===== config.mk =====
export PLATFORM = sky130hd
export DESIGN_NAME = utf8_strict_decoder_unit_flat
export DESIGN_NICKNAME = d
export VERILOG_FILES = /design/src/rtl/core/u8sd_pkg.sv /design/src/rtl/core/u8sd_byte_if.sv /design/src/rtl/core/u8sd_unit_if.sv /design/src/rtl/core/utf8_strict_decoder_unit.sv /design/src/rtl/core/u8sd_front.sv /design/src/rtl/core/u8sd_fifo.sv /design/src/rtl/core/u8sd_back.sv /design/src/flat_wrapper.sv
export SDC_FILE = /design/constraint.sdc
export NUM_CORES = 1
export LEC_CHECK = 0
export BUFFER_PORTS_ARGS = -buffer_cell sky130_fd_sc_hd__buf_2
export CAP_MARGIN = 20
export CELL_PAD_IN_SITES_DETAIL_PLACEMENT = 0
export CELL_PAD_IN_SITES_GLOBAL_PLACEMENT = 2
export CORE_MARGIN = 8
export CORE_UTILIZATION = 43
export CTS_CLUSTER_DIAMETER = 60
export CTS_CLUSTER_SIZE = 30
export DETAILED_ROUTE_END_ITERATION = 6
export PLACE_DENSITY = 0.82
export SLEW_MARGIN = 10
export SYNTH_ARGS = -nofsm -noshare
export SYNTH_HDL_FRONTEND = slang
export SYNTH_SLANG_ARGS = --single-unit
export TNS_END_PERCENT = 50

===== constraint.sdc =====
create_clock -name clk_i -period 8.3 [get_ports clk_i]
set_clock_uncertainty 0.1 [all_clocks]
set_input_delay 0.415 -clock clk_i [delete_from_list [all_inputs] [get_ports clk_i]]
set_output_delay 0.415 -clock clk_i [all_outputs]
set_load 0.01 [all_outputs]

===== src/rtl/core/u8sd_pkg.sv =====
`default_nettype none

package u8sd_pkg;

  localparam int unsigned PointW = 21;
  localparam int unsigned UnitW  = 16;

  // Lead byte masks and patterns
  localparam logic [7:0] Lead2Mask = 8'hE0;
  localparam logic [7:0] Lead2Pat  = 8'hC0;
  localparam logic [7:0] Lead3Mask = 8'hF0;
  localparam logic [7:0] Lead3Pat  = 8'hE0;
  localparam logic [7:0] Lead4Mask = 8'hF8;
  localparam logic [7:0] Lead4Pat  = 8'hF0;
  localparam logic [7:0] ContMask  = 8'hC0;
  localparam logic [7:0] ContPat   = 8'h80;
  localparam logic [7:0] PayMask   = 8'h3F;

  localparam logic [PointW-1:0] MaxPoint  = 21'h10FFFF;
  localparam logic [PointW-1:0] SurrLo    = 21'h00D800;
  localparam logic [PointW-1:0] SurrHi    = 21'h00DFFF;
  localparam logic [PointW-1:0] SuppBase  = 21'h010000;
  localparam logic [PointW-1:0] Min3Point = 21'h000800;
  localparam logic [PointW-1:0] Min2Point = 21'h000080;

  localparam logic [UnitW-1:0] HighSurrBase = 16'hD800;
  localparam logic [UnitW-1:0] LowSurrBase  = 16'hDC00;
  localparam logic [9:0]       TenBitMask   = 10'h3FF;

  // Configuration register index (byte address bit 2)
  localparam logic RegSixteen = 1'b0;

  // One classified character (or a closing reject) between front and back
  typedef struct packed {
    logic [PointW-1:0] cp;
    logic              bad;
    logic              eos;
  } entry_t;

endpackage

`default_nettype wire


===== src/rtl/core/u8sd_byte_if.sv =====
`default_nettype none

interface u8sd_byte_if;
  logic       valid;
  logic       ready;
  logic [7:0] in_byte;
  logic       last_byte;

  modport source (output valid, output in_byte, output last_byte, input ready);
  modport sink   (input valid, input in_byte, input last_byte, output ready);
endinterface

`default_nettype wire


===== src/rtl/core/u8sd_unit_if.sv =====
`default_nettype none

interface u8sd_unit_if;
  logic        valid;
  logic        ready;
  logic [20:0] code_unit;
  logic        status;
  logic        end_of_string;

  modport source (output valid, output code_unit, output status, output end_of_string,
                  input ready);
  modport sink   (input valid, input code_unit, input status, input end_of_string,
                  output ready);
endinterface

`default_nettype wire


===== src/rtl/core/utf8_strict_decoder_unit.sv =====
// Channel    Dir  Word                                  Handshake
// ---------  ---  ------------------------------------  -----------------
// in_if      in   in_byte[7:0], last_byte                valid / ready
// out_if     out  code_unit[20:0], status, end_of_string valid / ready
// APB        in   sixteen_bit_units at byte address 0    psel/penable/pready
//
// One byte is taken per cycle while the queue has room; its first result word
// passes through the queue write, then the registered output stage, to out_if.
// A code point above U+FFFF in sixteen-bit mode leaves as two words, high
// half first; the back end takes no queue entry while the low half waits.
// in_if.ready drops only while the classifier-to-emitter queue is full.
// Reset clears the string state, the queue and the output stage; mode is 16-bit.
`default_nettype none

module utf8_strict_decoder_unit
  import u8sd_pkg::*;
#(
  parameter int unsigned QueueDepth = 4
) (
  input  wire logic        clk_i,
  input  wire logic        rst_ni,
  u8sd_byte_if.sink        in_if,
  u8sd_unit_if.source      out_if,
  input  wire logic        psel,
  input  wire logic        penable,
  input  wire logic        pwrite,
  input  wire logic [2:0]  paddr,
  input  wire logic [31:0] pwdata,
  output      logic [31:0] prdata,
  output      logic        pready
);

  // Configuration register: sixteen_bit_units
  logic   sixteen_q;
  logic   cfg_wr;

  // Front to queue, queue to back
  logic   push_valid, push_ready;
  entry_t push_entry;
  logic   pop_valid, pop_ready;
  entry_t pop_entry;

  assign pready = 1'b1;
  assign cfg_wr = psel && penable && pwrite && pready;

  always_ff @(posedge clk_i or negedge rst_ni) begin
    if (!rst_ni) begin
      sixteen_q <= 1'b1;
    end else if (cfg_wr && paddr[2] == RegSixteen) begin
      sixteen_q <= pwdata[0];
    end
  end

  // Read back the mode bit; other addresses read as zero
  assign prdata = (paddr[2] == RegSixteen) ? {31'b0, sixteen_q} : '0;

  // Classify each byte, gather multi-byte sequences, apply strict checks
  u8sd_front u_front (
    .clk_i        (clk_i),
    .rst_ni       (rst_ni),
    .in_valid_i   (in_if.valid),
    .in_ready_o   (in_if.ready),
    .in_byte_i    (in_if.in_byte),
    .last_byte_i  (in_if.last_byte),
    .push_valid_o (push_valid),
    .push_entry_o (push_entry),
    .push_ready_i (push_ready)
  );

  // Short queue of finished characters: lets the emitter stall on its own
  u8sd_fifo #(
    .Depth (QueueDepth)
  ) u_fifo (
    .clk_i        (clk_i),
    .rst_ni       (rst_ni),
    .push_valid_i (push_valid),
    .push_entry_i (push_entry),
    .push_ready_o (push_ready),
    .pop_valid_o  (pop_valid),
    .pop_entry_o  (pop_entry),
    .pop_ready_i  (pop_ready)
  );

  // Emit whole points or UTF-16 units, splitting surrogate pairs
  u8sd_back u_back (
    .clk_i       (clk_i),
    .rst_ni      (rst_ni),
    .sixteen_i   (sixteen_q),
    .pop_valid_i (pop_valid),
    .pop_entry_i (pop_entry),
    .pop_ready_o (pop_ready),
    .out_valid_o (out_if.valid),
    .out_ready_i (out_if.ready),
    .code_unit_o (out_if.code_unit),
    .status_o    (out_if.status),
    .eos_o       (out_if.end_of_string)
  );

endmodule

`default_nettype wire


===== src/rtl/core/u8sd_front.sv =====
`default_nettype none

module u8sd_front
  import u8sd_pkg::*;
(
  input  wire logic         clk_i,
  input  wire logic         rst_ni,
  input  wire logic         in_valid_i,
  output      logic         in_ready_o,
  input  wire logic [7:0]   in_byte_i,
  input  wire logic         last_byte_i,
  output      logic         push_valid_o,
  output      entry_t       push_entry_o,
  input  wire logic         push_ready_i
);

  logic [PointW-1:0] part_q, part_d;
  logic [1:0]        due_q, due_d;
  logic [2:0]        len_q, len_d;
  logic              mal_q, mal_d;
  logic              have;
  logic [PointW-1:0] cp;
  logic [PointW-1:0] gathered;
  logic              accept;

  function automatic logic point_ok(input logic [PointW-1:0] p, input logic [2:0] n);
    logic ok;
    begin
      ok = 1'b1;
      if (n == 3'd2 && p < Min2Point) ok = 1'b0;
      if (n == 3'd3 && p < Min3Point) ok = 1'b0;
      if (n == 3'd4 && p < SuppBase)  ok = 1'b0;
      if (p > MaxPoint) ok = 1'b0;
      if (p >= SurrLo && p <= SurrHi) ok = 1'b0;
      return ok;
    end
  endfunction

  assign accept   = in_valid_i && in_ready_o;
  assign gathered = {part_q[PointW-7:0], in_byte_i[5:0]};

  always_comb begin
    part_d = part_q;
    due_d  = due_q;
    len_d  = len_q;
    mal_d  = mal_q;
    have   = 1'b0;
    cp     = '0;
    if (!mal_q) begin
      if (due_q == 2'd0) begin
        if (!in_byte_i[7]) begin
          cp   = {13'b0, in_byte_i};
          have = 1'b1;
        end else if ((in_byte_i & Lead2Mask) == Lead2Pat) begin
          part_d = {16'b0, in_byte_i[4:0]};
          due_d  = 2'd1;
          len_d  = 3'd2;
        end else if ((in_byte_i & Lead3Mask) == Lead3Pat) begin
          part_d = {17'b0, in_byte_i[3:0]};
          due_d  = 2'd2;
          len_d  = 3'd3;
        end else if ((in_byte_i & Lead4Mask) == Lead4Pat) begin
          part_d = {18'b0, in_byte_i[2:0]};
          due_d  = 2'd3;
          len_d  = 3'd4;
        end else begin
          mal_d = 1'b1;
        end
      end else if ((in_byte_i & ContMask) != ContPat) begin
        mal_d = 1'b1;
      end else begin
        part_d = gathered;
        due_d  = due_q - 2'd1;
        if (due_d == 2'd0) begin
          if (point_ok(gathered, len_q)) begin
            cp   = gathered;
            have = 1'b1;
          end else begin
            mal_d = 1'b1;
          end
          part_d = '0;
          len_d  = '0;
        end
      end
      // cut-off tail
      if (last_byte_i && !mal_d && due_d != 2'd0) mal_d = 1'b1;
    end
  end

  // Hold the byte while the queue is full
  assign in_ready_o        = push_ready_i;
  assign push_valid_o      = accept && (mal_d ? last_byte_i : have);
  assign push_entry_o.cp   = mal_d ? '0 : cp;
  assign push_entry_o.bad  = mal_d;
  assign push_entry_o.eos  = last_byte_i;

  always_ff @(posedge clk_i or negedge rst_ni) begin
    if (!rst_ni) begin
      part_q <= '0;
      due_q  <= '0;
      len_q  <= '0;
      mal_q  <= 1'b0;
    end else if (accept) begin
      if (last_byte_i) begin
        part_q <= '0;
        due_q  <= '0;
        len_q  <= '0;
        mal_q  <= 1'b0;
      end else begin
        part_q <= part_d;
        due_q  <= due_d;
        len_q  <= len_d;
        mal_q  <= mal_d;
      end
    end
  end

endmodule

`default_nettype wire


===== src/rtl/core/u8sd_fifo.sv =====
`default_nettype none

module u8sd_fifo
  import u8sd_pkg::*;
#(
  parameter int unsigned Depth = 4
) (
  input  wire logic   clk_i,
  input  wire logic   rst_ni,
  input  wire logic   push_valid_i,
  input  wire entry_t push_entry_i,
  output      logic   push_ready_o,
  output      logic   pop_valid_o,
  output      entry_t pop_entry_o,
  input  wire logic   pop_ready_i
);

  localparam int unsigned PtrW = (Depth > 1) ? $clog2(Depth) : 1;
  localparam int unsigned CntW = $clog2(Depth + 1);

  entry_t            slots_q [Depth];
  logic [PtrW-1:0]   wr_q, rd_q;
  logic [CntW-1:0]   cnt_q;
  logic              do_push, do_pop;

  assign push_ready_o = (cnt_q != CntW'(Depth));
  assign pop_valid_o  = (cnt_q != '0);
  assign pop_entry_o  = slots_q[rd_q];
  assign do_push      = push_valid_i && push_ready_o;
  assign do_pop       = pop_valid_o && pop_ready_i;

  function automatic logic [PtrW-1:0] wrap_inc(input logic [PtrW-1:0] p);
    return (p == PtrW'(Depth - 1)) ? '0 : p + PtrW'(1);
  endfunction

  always_ff @(posedge clk_i or negedge rst_ni) begin
    if (!rst_ni) begin
      wr_q  <= '0;
      rd_q  <= '0;
      cnt_q <= '0;
    end else begin
      if (do_push) wr_q <= wrap_inc(wr_q);
      if (do_pop)  rd_q <= wrap_inc(rd_q);
      if (do_push && !do_pop)      cnt_q <= cnt_q + CntW'(1);
      else if (do_pop && !do_push) cnt_q <= cnt_q - CntW'(1);
    end
  end

  always_ff @(posedge clk_i) begin
    if (do_push) slots_q[wr_q] <= push_entry_i;
  end

endmodule

`default_nettype wire


===== src/rtl/core/u8sd_back.sv =====
`default_nettype none

module u8sd_back
  import u8sd_pkg::*;
(
  input  wire logic              clk_i,
  input  wire logic              rst_ni,
  input  wire logic              sixteen_i,
  input  wire logic              pop_valid_i,
  input  wire entry_t            pop_entry_i,
  output      logic              pop_ready_o,
  output      logic              out_valid_o,
  input  wire logic              out_ready_i,
  output      logic [PointW-1:0] code_unit_o,
  output      logic              status_o,
  output      logic              eos_o
);

  logic              out_valid_q, out_valid_d;
  logic [PointW-1:0] unit_q, unit_d;
  logic              status_q, status_d;
  logic              eos_q, eos_d;
  logic              pend_q, pend_d;
  logic [UnitW-1:0]  pend_unit_q, pend_unit_d;
  logic              pend_eos_q, pend_eos_d;
  logic              load, split;
  logic [PointW-1:0] offset;
  logic [UnitW-1:0]  high_unit, low_unit;

  // Output register is free, or its word leaves this cycle
  assign load        = !out_valid_q || out_ready_i;
  assign pop_ready_o = load && !pend_q;

  assign split     = !pop_entry_i.bad && sixteen_i && (pop_entry_i.cp >= SuppBase);
  assign offset    = pop_entry_i.cp - SuppBase;
  assign high_unit = HighSurrBase | {6'b0, offset[19:10] & TenBitMask};
  assign low_unit  = LowSurrBase | {6'b0, offset[9:0] & TenBitMask};

  always_comb begin
    out_valid_d = out_valid_q;
    unit_d      = unit_q;
    status_d    = status_q;
    eos_d       = eos_q;
    pend_d      = pend_q;
    pend_unit_d = pend_unit_q;
    pend_eos_d  = pend_eos_q;
    if (load) begin
      if (pend_q) begin
        out_valid_d = 1'b1;
        unit_d      = {5'b0, pend_unit_q};
        status_d    = 1'b0;
        eos_d       = pend_eos_q;
        pend_d      = 1'b0;
      end else if (pop_valid_i) begin
        out_valid_d = 1'b1;
        if (split) begin
          unit_d      = {5'b0, high_unit};
          status_d    = 1'b0;
          eos_d       = 1'b0;
          pend_d      = 1'b1;
          pend_unit_d = low_unit;
          pend_eos_d  = pop_entry_i.eos;
        end else begin
          unit_d   = pop_entry_i.cp;
          status_d = pop_entry_i.bad;
          eos_d    = pop_entry_i.eos;
        end
      end else begin
        out_valid_d = 1'b0;
      end
    end
  end

  always_ff @(posedge clk_i or negedge rst_ni) begin
    if (!rst_ni) begin
      out_valid_q <= 1'b0;
      pend_q      <= 1'b0;
    end else begin
      out_valid_q <= out_valid_d;
      pend_q      <= pend_d;
    end
  end

  always_ff @(posedge clk_i) begin
    unit_q      <= unit_d;
    status_q    <= status_d;
    eos_q       <= eos_d;
    pend_unit_q <= pend_unit_d;
    pend_eos_q  <= pend_eos_d;
  end

  assign out_valid_o = out_valid_q;
  assign code_unit_o = unit_q;
  assign status_o    = status_q;
  assign eos_o       = eos_q;

endmodule

`default_nettype wire


===== src/flat_wrapper.sv =====
// flat-port wrapper written by rule: the top's interface ports become plain ports
module utf8_strict_decoder_unit_flat import u8sd_pkg::*;
#(
  parameter int unsigned QueueDepth = 4
)
  (clk_i, rst_ni, psel, penable, pwrite, paddr, pwdata, prdata, pready, in_if_valid, in_if_in_byte, in_if_last_byte, in_if_ready, out_if_valid, out_if_code_unit, out_if_status, out_if_end_of_string, out_if_ready);
  u8sd_byte_if in_if_i ();
  u8sd_unit_if out_if_i ();
  input  wire logic clk_i;
  input  wire logic rst_ni;
  input  wire logic psel;
  input  wire logic penable;
  input  wire logic pwrite;
  input  wire logic [2:0] paddr;
  input  wire logic [31:0] pwdata;
  output      logic [31:0] prdata;
  output      logic pready;
  input wire logic [$bits(in_if_i.valid)-1:0] in_if_valid;
  input wire logic [$bits(in_if_i.in_byte)-1:0] in_if_in_byte;
  input wire logic [$bits(in_if_i.last_byte)-1:0] in_if_last_byte;
  output wire logic [$bits(in_if_i.ready)-1:0] in_if_ready;
  output wire logic [$bits(out_if_i.valid)-1:0] out_if_valid;
  output wire logic [$bits(out_if_i.code_unit)-1:0] out_if_code_unit;
  output wire logic [$bits(out_if_i.status)-1:0] out_if_status;
  output wire logic [$bits(out_if_i.end_of_string)-1:0] out_if_end_of_string;
  input wire logic [$bits(out_if_i.ready)-1:0] out_if_ready;
  assign in_if_i.valid = in_if_valid;
  assign in_if_i.in_byte = in_if_in_byte;
  assign in_if_i.last_byte = in_if_last_byte;
  assign in_if_ready = in_if_i.ready;
  assign out_if_valid = out_if_i.valid;
  assign out_if_code_unit = out_if_i.code_unit;
  assign out_if_status = out_if_i.status;
  assign out_if_end_of_string = out_if_i.end_of_string;
  assign out_if_i.ready = out_if_ready;
  utf8_strict_decoder_unit #(.QueueDepth(QueueDepth)) u_core (.clk_i(clk_i), .rst_ni(rst_ni), .in_if(in_if_i), .out_if(out_if_i), .psel(psel), .penable(penable), .pwrite(pwrite), .paddr(paddr), .pwdata(pwdata), .prdata(prdata), .pready(pready));
endmodule

* Word-level counts from Yosys, hierarchy flattened
Memories as Yosys holds them, arrays and structs flattened. Index checks and enable logic that the tools add are counted.
Word-level totals: flip-flop bits (word level) 65, logic and storage cells 166, output and inout port bits 58, memories kept 1, memory bits (writable) 92
Operators by class: muxes and demuxes 82, reductions and logical operators 37, bitwise gates (word level) 2, equality and inequality tests 14, add/subtract/negate cells 6, magnitude comparators 7
Memories:
- u_core.u_fifo.slots_q | words 4, width 23, rd ports 1, clocked after memory_dff 0, wr ports 1, line u8sd_fifo.sv:21 | entry_t slots_q [Depth];
Operators with widths (count):
- two-way mux 21 bit | 8
- two-way mux 15 bit | 9
- two-way mux 1 bit | 41
- two-way mux 3 bit | 11
- two-way mux 2 bit | 11
- greater-or-equal comparator 21 x 16 -> 1 bit (second input constant) | 1
- greater-or-equal comparator 21 x 17 -> 1 bit (second input constant) | 1
- greater-than comparator 21 bit (second input constant) | 1
- less-or-equal comparator 21 x 16 -> 1 bit (second input constant) | 1
- less-than comparator 21 x 12 -> 1 bit (second input constant) | 1
- less-than comparator 21 x 17 -> 1 bit (second input constant) | 1
- less-than comparator 21 x 8 -> 1 bit (second input constant) | 1
- subtractor 20 x 17 -> 20 bit (second input constant) | 1
- logical AND 1 bit | 18
- two-way mux 10 bit | 1
- != test 3 bit (second input constant) | 3
- two-way mux 7 bit | 1
- == test 3 x 2 -> 1 bit (second input constant) | 2
- == test 3 bit (second input constant) | 2
- logical NOT 1 bit | 6
- AND reduction 6 bit | 1
- nonzero test 2 bit | 3
- nonzero test 3 bit | 2
- == test 5 bit (second input constant) | 1
- other kinds (14) | 20

* Depth between registers and ports, before layout
depth in word-level cells 28, mapped depth 14, gate-level depth less buffers 13

* Hierarchy
From an unflattened synthesis, not the netlist that was laid out.
Unflattened totals: cells, all modules 522, area, all modules 7273.2 sq um
Modules (own cells, without submodules):
- u8sd_fifo | cells each 158, sequential area each 2937.8 sq um, times used 1, area an instance 3802.4 sq um
- u8sd_back | cells each 133, sequential area each 1071.0 sq um, times used 1, area an instance 1677.9 sq um
- u8sd_front | cells each 193, sequential area each 525.5 sq um, times used 1, area an instance 1490.2 sq um
- utf8_strict_decoder_unit | cells each 38, sequential area each 26.3 sq um, times used 1, area an instance 302.8 sq um

* Worst setup path after synthesis
Ideal clock, no wire load.
path type register to register, start point reg u_core.u_front.due_q[0], end point reg u_core.u_fifo.cnt_q[2], data required time 8121 ps, arrival 3229 ps, clock period less this slack 3408 ps, setup time 79 ps, cell stages (with the launch flop) 14, path slack 4892 ps, path through dfrtp_1 > inv_1 > ha_1 > nor2_1 > a221o_1 > a311oi_1 > nand3_1 > mux2i_1 > ha_1 > inv_1 > fa_1 > xor2_1 > nor2_1 > xor2_1
RTL lines:
- from (decl) | line u8sd_front.sv:18 | logic [1:0] due_q, due_d;
- from (signal assigned) | line u8sd_front.sv:111 | due_q <= due_d;
- to (signal assigned) | line u8sd_fifo.sv:44 | if (do_push && !do_pop) cnt_q <= cnt_q + CntW'(1);
- to (signal assigned) | line u8sd_fifo.sv:45 | else if (do_pop && !do_push) cnt_q <= cnt_q - CntW'(1);
- to (decl) | line u8sd_fifo.sv:23 | logic [CntW-1:0] cnt_q;

==> summary.txt <==
gpl congestion - 0.8297
gr ovfl total - 0
Synth Cell Area - 0.007039 mm²
Routed Antenna Nets - 0
crit path time final - 4.354 ns
largest area contributor in the netlist - edfxtp_1
H-tree depth - 4
Power per Cell Area - 366.2 mW/mm²
#FFs+latches synth - 157
Synth Warn # - 0
CTS resizes - 0
initial antenna violation count - 0
first-pass GRT wire length - 21560 µm
Hold Fails Final Rpt - 16
gr usage total - 0.1398
Max transition margin - 0.3251
# Max-Cap Violations - 0
drt total wl - 13760 µm
Num CTS Buffers - 17
Synth-to-Final Area Change - 14.42%
DIE WIDTH - 143.9 µm
WL per Instance - 17.77 µm
io pins - 109
Hold Buf Count CTS - 0
WHS - -0.009395 ns
Core Region - 0.01594 mm²
buffer count from post-CTS setup fixing - 0
final setup violation count - 0
Worst-Skew Late Latency - 0.42 ns
CTS Sinks - 157
CP Launch Type - register
Starting DRT DRC Count - 188
Final Max Tran Viols - 0
via density per instance - 5.036
Die Area - 0.02072 mm²
share of synthesized flip-flops with an asynchronous set or reset - 0.1975
max incr delay on CP - 0.62 ns
worst min path class - in2async
CP Data Required Time - 8.53 ns
worst-path fanout max - 17
pre-CTS WS - 3.931 ns
Leak - 2.999 nW
failing checks - hold timing
setup ws final - 3.946 ns
Post-Syn Instances - 498
clk buf depth - 2
largest net degree at the start of global routing - 37
Rows - 46
Via Count - 3898
maximum VDD drop - 164.4 µV
# diodes - 0
critical setup path kind - reg2reg
WP data arrival - 4.59 ns
vias in the first global route - 4047
CTS tree - built
distinct cell type count after synthesis - 60
mean post-synth cell area - 14.14 µm²
Post-DP HPWL - 9805 µm
top cell type's share of synthesized area - 0.5375
unrepaired setup endpoints after global routing - no
crit path capture type - register
Initial Util - 0.4415
First-pass DRT Iterations - 4
Worst Tran Pin Value - 1.011 ns
commonest cells after routing, fill and taps aside - edfxtp_1 (126), nand2_1 (54), buf_2 (44)
Layout fillers - 1375
commonest non-fill, non-tap cell in the layout - edfxtp_1
Seq/Total Area, Yosys - 0.6479
Post-synth EDFFs - 126
Max Clock Freq - 229.7 MHz
Final #Nets - 607
I/O Buffers - 43
fin crit share - 0.5246
most used flip-flop cell after synthesis - edfxtp_1
worst-path cell chain - inv_1 > ha_1 > nor2_1 > a221o_1 > a311oi_1 > nand3_1 > mux2i_1 > ha_1 > inv_1 > fa_1 > xor2_1 > nor2_1 > xor2_1
Clk pin slew, worst setup/hold paths - 0.06 ns
top cells by area, synth - edfxtp_1 (54%), dfrtp_1 (11%), mux4_2 (7.0%)
Setup TNS - 0 ns
Crit-path slowest cell - mux2i_1
Root Driver - clkbuf_16
share of cells above drive strength 1 - 0.2115
die height - 143.9 µm
status - finished with violations
DRC - 0
## metal layers
metal	GRT usage	part of all wire
met2	0.2320	0.49
met5	0	0
met3	0.03749	0.054
met1	0.1729	0.44
met4	0.04759	0.011
## cell type report
type | count | area, µm² | area share
Sequential cell | 157 | 4561 | 0.5663
Multi-Input combinational cell | 303 | 2196 | 0.2726
Clock buffer | 17 | 425.4 | 0.05282
Timing Repair Buffer | 51 | 347.8 | 0.04319
Tap cell | 216 | 270.3 | 0.03356
Clock inverter | 15 | 197.7 | 0.02455
Inverter | 15 | 56.30 | 0.006991
## per-stage QoR
step / cell area [µm²] / hold slack [ns] / std cells / total power [mW] / utilization
6_report: 8054 / -0.009395 / 774 / 2.949 / 0.5052
5_1_grt: 8054 / 0.02648 / 774 / 3.130 / 0.5052
4_1_cts: 8034 / 0.001859 / 772 / 2.984 / 0.5039
3_5_place_dp: 7411 / 0.3855 / 740 / 2.175 / 0.4648
3_3_place_gp: 7313 / 0.3736 / 736 / 2.125 / 0.4587
2_1_floorplan: 7152 / 0.01941 / 528 / 1.891 / -
## worst max-delay path, delay by kind of cell, from the launching register on
family / cells / cell delay (ns)
fa+ha+maj: 3 / 1.22
xor+xnor: 2 / 0.31
buf+inv: 2 / 0.21
compound gates: 2 / 0.72
flops: 1 / 0.42
mux: 1 / 0.62
simple gates: 3 / 0.66
## power breakdown
group	internal, mW	switching (mW)	leakage (nW)	total [mW]
clock network	0.502	0.301	0.302	0.803
registers	1.11	0.0979	1.59	1.21
logic	0.401	0.536	1.11	0.937
total	2.01	0.935	3.00	2.95
## flip-flops by register name, summed over array words and instances (netlist names)
| signal | flops |
|---|---|
| u_core.u_fifo.slots_q | 92 |
| u_core.u_back.code_unit_o | 21 |
| u_core.u_front.part_q | 15 |
| u_core.u_back.pend_unit_q | 10 |
| u_core.u_fifo.cnt_q | 3 |
| u_core.u_front.len_q | 3 |
| u_core.u_fifo.rd_q | 2 |
| u_core.u_fifo.wr_q | 2 |
| u_core.u_front.due_q | 2 |
| u_core.sixteen_q | 1 |
| u_core.u_back.eos_o | 1 |
| u_core.u_back.out_valid_o | 1 |
| u_core.u_back.pend_eos_q | 1 |
| u_core.u_back.pend_q | 1 |
| u_core.u_back.status_o | 1 |
| u_core.u_front.mal_q | 1 |
## cells by family after synthesis
group | after synthesis | synth area share
adders and majority gates | 11 | 0.02062
and+or+nand+nor | 149 | 0.1090
other | 2 | 0.001067
muxes | 37 | 0.09296
buffers and inverters | 68 | 0.05705
xor gates and xnor gates | 6 | 0.007467
DFF | 157 | 0.6479
AOI/OAI and AO/OA | 68 | 0.06399
## cell usage after synthesis, types with 2 or more instances
master and instances:
o21ai_0 31, mux2i_1 8, xnor2_1 3, nand2b_1 4
edfxtp_1 126, nand3_1 6, nor4_1 4, buf_2 3
and2_1 29, a21oi_1 6, ha_1 10, conb_1 2
o211a_1 2, and4b_1 2, dfrtp_1 30, a21o_1 2
nor2_1 17, inv_1 15, nand2_1 54, a221o_1 3
a31oi_1 2, mux2_2 7, buf_4 32, o22ai_1 2
clkbuf_1 14, nor2b_1 6, xor2_1 3, buf_6 3
o211ai_1 3, a211oi_1 2, nor3b_1 3, nor3_1 9
o21bai_1 2, o2bb2a_1 2, mux4_2 22, or3_1 5
## final timing paths
check / from / endpoint / slack [ns] / cells after the start
max reg2reg: u_core.u_front.due_q[0] / u_core.u_fifo.cnt_q[2] / 3.95 / 13
max in group asynchronous: rst_ni / u_core.u_fifo.rd_q[0] / 7.59 / 1
min: rst_ni / u_core.u_front.part_q[7] / -0.009 / 1
min reg2reg: u_core.u_front.part_q[14] / u_core.u_front.part_q[14] / 0.40 / 2
min in group clk_i: pwdata[0] / u_core.sixteen_q / 0.13 / 2
max: u_core.u_front.due_q[0] / u_core.u_fifo.cnt_q[2] / 3.95 / 13
Note: power is estimated with default switching activity, not from simulation.
